`src/snpn_pkg.sv`:
```
// Shared constants, codes and controller/datapath interface types for the prefix search block.
`default_nettype none

package snpn_pkg;

    localparam int DEF_MAX_FILES = 256;
    localparam int DEF_NAME_LEN  = 64;

    localparam int TABLE_SIZE_W = 9;
    localparam int IDX_FIELD_W  = 8;
    localparam int POS_FIELD_W  = 6;
    localparam int BYTE_W       = 8;
    localparam int KIND_W       = 2;
    localparam int COUNT_W      = 9;
    localparam int BOUND_W      = 8;

    // input tdata layout
    localparam int FIDX_LSB   = 0;
    localparam int CPOS_LSB   = FIDX_LSB + IDX_FIELD_W;
    localparam int BYTE_LSB   = CPOS_LSB + POS_FIELD_W;
    localparam int S_TDATA_W  = 24;

    // result tdata layout
    localparam int M_TDATA_W  = 32;
    localparam int M_USED_W   = COUNT_W + 2 * BOUND_W;
    localparam int M_PAD_W    = M_TDATA_W - M_USED_W;

    localparam int APB_ADDR_W = 3;
    localparam int APB_DATA_W = 32;

    localparam logic [KIND_W-1:0] KIND_LOAD  = 2'd0;
    localparam logic [KIND_W-1:0] KIND_START = 2'd1;
    localparam logic [KIND_W-1:0] KIND_CHAR  = 2'd2;

    // register select bit of paddr
    localparam logic REG_TABLE_SIZE = 1'b0;

    typedef struct packed {
        logic accept;
        logic load_wr;
        logic start;
        logic clear_wr;
        logic rd_low;
        logic rd_high;
        logic low_inc;
        logic high_dec;
        logic fail;
        logic pos_adv;
        logic out_load;
    } cmd_t;

    typedef struct packed {
        logic [KIND_W-1:0] in_kind;
        logic              failed;
        logic              clear_last;
        logic              low_gt_high;
        logic              c_gt_b;
        logic              c_eq_b;
        logic              c_lt_b;
        logic              high_eq_low;
    } sts_t;

endpackage

`default_nettype wire

```
`src/snpn_ctrl.sv`:
```
// Controller: clearing pass, per-item sequencing of the bound walk, and result valid.
`default_nettype none

module snpn_ctrl (
    input  wire              aclk,
    input  wire              aresetn,
    input  wire  snpn_pkg::sts_t sts,
    input  wire              s_tvalid,
    output logic             s_tready,
    output logic             m_tvalid,
    input  wire              m_tready,
    output snpn_pkg::cmd_t   cmd
);
    import snpn_pkg::*;

    localparam logic [2:0] S_CLEAR    = 3'd0;
    localparam logic [2:0] S_IDLE     = 3'd1;
    localparam logic [2:0] S_LOW_RD   = 3'd2;
    localparam logic [2:0] S_LOW_CMP  = 3'd3;
    localparam logic [2:0] S_HIGH_RD  = 3'd4;
    localparam logic [2:0] S_HIGH_CMP = 3'd5;
    localparam logic [2:0] S_DONE     = 3'd6;

    logic [2:0] state_reg;
    logic [2:0] state_next;
    logic       out_valid_reg;
    logic       out_valid_next;
    logic       accept;

    assign s_tready = (state_reg == S_IDLE);
    assign accept   = s_tvalid && s_tready;
    assign m_tvalid = out_valid_reg;

    always_comb begin
        cmd        = '0;
        state_next = state_reg;
        unique case (state_reg)
            S_CLEAR: begin
                cmd.clear_wr = 1'b1;
                if (sts.clear_last) begin
                    state_next = S_IDLE;
                end
            end
            S_IDLE: begin
                if (accept) begin
                    cmd.accept = 1'b1;
                    state_next = S_DONE;
                    unique case (sts.in_kind)
                        KIND_LOAD:  cmd.load_wr = 1'b1;
                        KIND_START: cmd.start   = 1'b1;
                        KIND_CHAR: begin
                            if (!sts.failed) begin
                                state_next = S_LOW_RD;
                            end
                        end
                        default: ;
                    endcase
                end
            end
            S_LOW_RD: begin
                if (sts.low_gt_high) begin
                    cmd.fail   = 1'b1;
                    state_next = S_DONE;
                end else begin
                    cmd.rd_low = 1'b1;
                    state_next = S_LOW_CMP;
                end
            end
            S_LOW_CMP: begin
                priority if (sts.c_gt_b) begin
                    cmd.low_inc = 1'b1;
                    state_next  = S_LOW_RD;
                end else if (!sts.c_eq_b) begin
                    cmd.fail   = 1'b1;
                    state_next = S_DONE;
                end else begin
                    state_next = S_HIGH_RD;
                end
            end
            S_HIGH_RD: begin
                cmd.rd_high = 1'b1;
                state_next  = S_HIGH_CMP;
            end
            S_HIGH_CMP: begin
                priority if (sts.c_lt_b && sts.high_eq_low) begin
                    cmd.fail   = 1'b1;
                    state_next = S_DONE;
                end else if (sts.c_lt_b) begin
                    cmd.high_dec = 1'b1;
                    state_next   = S_HIGH_RD;
                end else begin
                    cmd.pos_adv = 1'b1;
                    state_next  = S_DONE;
                end
            end
            S_DONE: begin
                // hold until the result register frees up
                if (!out_valid_reg || m_tready) begin
                    cmd.out_load = 1'b1;
                    state_next   = S_IDLE;
                end
            end
            default: state_next = S_IDLE;
        endcase
    end

    always_comb begin
        if (cmd.out_load) begin
            out_valid_next = 1'b1;
        end else if (m_tready) begin
            out_valid_next = 1'b0;
        end else begin
            out_valid_next = out_valid_reg;
        end
    end

    always_ff @(posedge aclk) begin
        if (!aresetn) begin
            state_reg     <= S_CLEAR;
            out_valid_reg <= 1'b0;
        end else begin
            state_reg     <= state_next;
            out_valid_reg <= out_valid_next;
        end
    end

    a_cmp_after_read: assert property (@(posedge aclk) disable iff (!aresetn)
        (state_reg == S_LOW_CMP || state_reg == S_HIGH_CMP) |->
        ($past(state_reg) == S_LOW_RD || $past(state_reg) == S_HIGH_RD))
        else $error("compare without a preceding memory read");

    a_no_clear_with_load: assert property (@(posedge aclk) disable iff (!aresetn)
        cmd.clear_wr |-> !s_tready)
        else $error("input accepted during clearing pass");

    a_result_not_lost: assert property (@(posedge aclk) disable iff (!aresetn)
        (out_valid_reg && !m_tready) |=> out_valid_reg)
        else $error("pending result dropped");

endmodule

`default_nettype wire

```
`config.mk`:
```
export PLATFORM = sky130hd
export DESIGN_NAME = snpn_ctrl
export DESIGN_NICKNAME = d
export VERILOG_FILES = /design/src/snpn_pkg.sv /design/src/snpn_ctrl.sv
export SDC_FILE = /design/constraint.sdc
export NUM_CORES = 1
export LEC_CHECK = 0
export BUFFER_PORTS_ARGS = -buffer_cell sky130_fd_sc_hd__buf_4
export CAP_MARGIN = 20
export CELL_PAD_IN_SITES_DETAIL_PLACEMENT = 1
export CELL_PAD_IN_SITES_GLOBAL_PLACEMENT = 1
export CORE_MARGIN = 5
export CORE_UTILIZATION = 23
export DETAILED_ROUTE_END_ITERATION = 6
export PLACE_DENSITY_LB_ADDON = 0.1
export SYNTH_ARGS = -nofsm -noshare
export SYNTH_HDL_FRONTEND = slang
export SYNTH_SLANG_ARGS = --single-unit
```
`constraint.sdc`:
```
create_clock -name aclk -period 1.1 [get_ports aclk]
set_clock_uncertainty 0.15 [all_clocks]
set_input_delay 0.11 -clock aclk [delete_from_list [all_inputs] [get_ports aclk]]
set_output_delay 0.11 -clock aclk [all_outputs]
set_load 0.01 [all_outputs]
```
==> impl_metrics.csv <==
group,metric,value,unit
status,outcome,"finished, violations left",
status,failed_checks,"negative setup slack",
synthesis,ys_types,23,
floorplan,dieArea,2621,um2
critical_path,worst_path_max_delay_cell,"dfxtp_4",
finish,multi_input_area,337.8,um2
critical_path,endpoint_kind,"output pin",
sta,fin_hold_ws,110.4,ps
synthesis,avgSynthCellArea,7.098,um2
synthesis,ys.warnings.count,0,
global_routing,antenna_found_initial,0,
finish,seqCellArea,91.34,um2
hold_path,holdPathStages,4,
routing,wire_per_inst,12.97,um
routing,vias,557,
critical_path,critical_path.top_delay_family,"simple AND/OR/NAND/NOR gates",
critical_path,startpoint,"state_reg[2]",
critical_path,worstSetupPathDepth,4,
clock_tree,tritoncts,"built",
sta,finalHoldViolCount,0,
floorplan,initial_utilization,0.2504,
power,leakage,0.3879,nW
critical_path,rrSetupSlack,-260,ps
synthesis,syn-num-nets,68,
synthesis,synth-seq-area-share,0.2051,
critical_path,path_cells,"nor3b_4, nand2_2, nor3b_4, buf_4",
finish,nFillCells,189,
sta,setup_viol,15,
critical_path,cpMostUsedCell,"nor3b_4",
routing,drtPass1Iterations,4,
sta,fin_crit_sh,1.354,
finish,nets,114,
finish,area_growth,116.7,%
global_routing,grtUsageMet3,0.03779,
power,vdd_drop_max,0.7335,mV
power,finalPower,1.290,mW
clock_tree,cts_buffers,3,
synthesis,synth_cells,55,
global_routing,grt-busiest-layer,"met2",
routing,drt_iter0_markers,6,
clock_tree,clockRootBuffer,"clkbuf_4",
power,powerDensity,1525,nW/um2
clock_tree,clock_latency,230,ps
hold_path,min_path_type,"input port to flop",
hold_path,whs_endpoint,"state_reg[0]",
critical_path,crit_fanout,5,
global_routing,grt_use_met1,0.1241,
clock_tree,cts_sinks,4,
routing,drc,0,
finish,post_route_cells_drive_above_1_share,0.6768,
clock_tree,htreeDepth,1,
synthesis,synth_edf_count,0,
critical_path,cp.arrival,1230,ps
global_routing,grt_pass1_wl,2380,um
synthesis,yosys.area.top_type,"dfxtp_1",
sta,worst_slew_pin_slew,271.8,ps
global_routing,overflow,0,
synthesis,syn_area,390.4,um2
critical_path,worstRegToRegCells,4,
clock_tree,clockBufferDepth,2,
sta,grt_setup_unrepaired,"yes",
place,gp_congestion,0.6859,
finish,fin_cells,115,
critical_path,reg2reg_from,"state_reg[2]",
hold_path,min_from,"s_tvalid",
floorplan,num_rows,14,
synthesis,synth_commonest_cells,"nor2_1 (7), a21oi_1 (5), nand2_1 (5)",
power,combPwrFrac,0.657,
place,hpwl,1130,um
place,dp.cells,103,
power,seq_power_share,0.201,
floorplan,die_height,51.20,um
global_routing,grt_pass1_vias,545,
job,maxCapViolCount,0,
place,port_buffers,25,
global_routing,grt_max_degree,9,
global_routing,grtUsageTotal,0.1192,
synthesis,synth.most_common_cell,"nor2_1",
synthesis,synth-seq-cells,4,
power,switchingPower,457.8,uW
finish,largest_reg_flops,3,
sta,finalCriticalPeriod,1490,ps
synthesis,synthFlopType,"dfxtp_1",
sta,fmax,671.3,MHz
synthesis,yosysTopAreaCellShare,0.2051,
critical_path,r2r-end,"state_reg[2]",
floorplan,coreArea,1559,um2
critical_path,startpoint_type,"flop",
power,swShare,0.3549,
critical_path,crit_type,"flop to output pin",
routing,viasPerCell,4.843,
floorplan,io_pins,26,
synthesis,ys_async_sr_fraction,0,
power,p_int,832.4,uW
routing,ant_nets,0,
routing,wl,1492,um
power,pwr-share-clk,0.142,
sta,slew_headroom,0.8169,
synthesis,synth_area_leaders,"dfxtp_1 (21%), nor2_1 (6.7%), a21oi_1 (6.4%)",
clock_tree,clk_pin_slew,40,ps
sta,layout_setup_ws,-389.6,ps
critical_path,crit_buf_inv,1,
critical_path,max_stage_delay,360,ps
critical_path,crit_required,840,ps
sta,maxSlewViolCount,0,
global_routing,use_met2,0.2232,
finish,diodes,0,
floorplan,die_w,51.20,um
==> power groups by stage <==
stage	logic, mW	registers (mW)	clock network, mW
after floorplan	0.370	0.212	0
after CTS	0.714	0.254	0.191
final	0.847	0.259	0.184
after detailed placement	0.633	0.250	0
after global placement	0.627	0.246	0
after global routing	0.924	0.267	0.209
==> repair_timing <==
item,4_1_cts,5_1_grt
endpoints found under the hold margin,1,0
setup buffers,2,6
pin swaps,3,11
resized for setup,11,14
hold buffers,1,0
setup endpoints to repair,15,15
==> layout by cell type (no fill, tap or decap), drive strengths merged, types with 2 or more instances in the layout <==
cell,netlist,layout
buf,4,44
nor2,7,7
nand2,5,5
a21oi,5,5
nor3,4,4
nand2b,4,4
nor2b,4,4
dfxtp,4,4
o21ai,4,4
clkbuf,0,3
nor3b,2,2
o21a,2,2
o22ai,2,2
==> per-stage QoR <==
stage | area (um2) | TNS [ps] | utilization | setup WS (ps)
after floorplan | 416.7 | -566.4 | - | -189.1
after global placement | 671.9 | -1703 | 0.4310 | -212.8
after detailed placement | 671.9 | -2015 | 0.4310 | -264.6
after CTS | 757.0 | -4324 | 0.4856 | -402.6
after global routing | 845.8 | -5408 | 0.5425 | -458.9
final | 845.8 | -4484 | 0.5425 | -389.6
==> worst max path at each step <==
stage | endpoint | slack [ps]
2_1_floorplan | cmd[8] | -190
3_3_place_gp | cmd[8] | -210
3_5_place_dp | cmd[8] | -260
4_1_cts | cmd[8] | -400
5_1_grt | cmd[8] | -460
6_report | cmd[8] | -390
==> logic make-up (layout without fill, tap and decap cells) <==
group,count (synthesis),after routing,synth area share
buffers and inverters,5,49,0.08971
AOI/OAI and AO/OA,15,15,0.2339
DFF,4,4,0.2051
and+or+nand+nor,31,31,0.4712
==> layer usage <==
layer,share of wire,vias to the layer above,wire length [um]
met5,0,-,0
met4,0.0047,0,7
met3,0.070,2,105
met2,0.52,18,772
met1,0.41,254,606
li1,-,283,-
==> layout make-up <==
cell class | count | share of cell area
Multi-Input combinational cell | 46 | 0.3994
Clock buffer | 3 | 0.02663
Timing Repair Buffer | 45 | 0.4379
Tap cell | 16 | 0.02367
Sequential cell | 4 | 0.1080
Inverter | 1 | 0.004438
==> worst register-to-register path: stages (launching register included) <==
cell	delay, ps
dfxtp_4	360
buf_4	140
and2b_4	160
buf_4	130
o41a_1	290
Power figures use the tool's default switching activity.
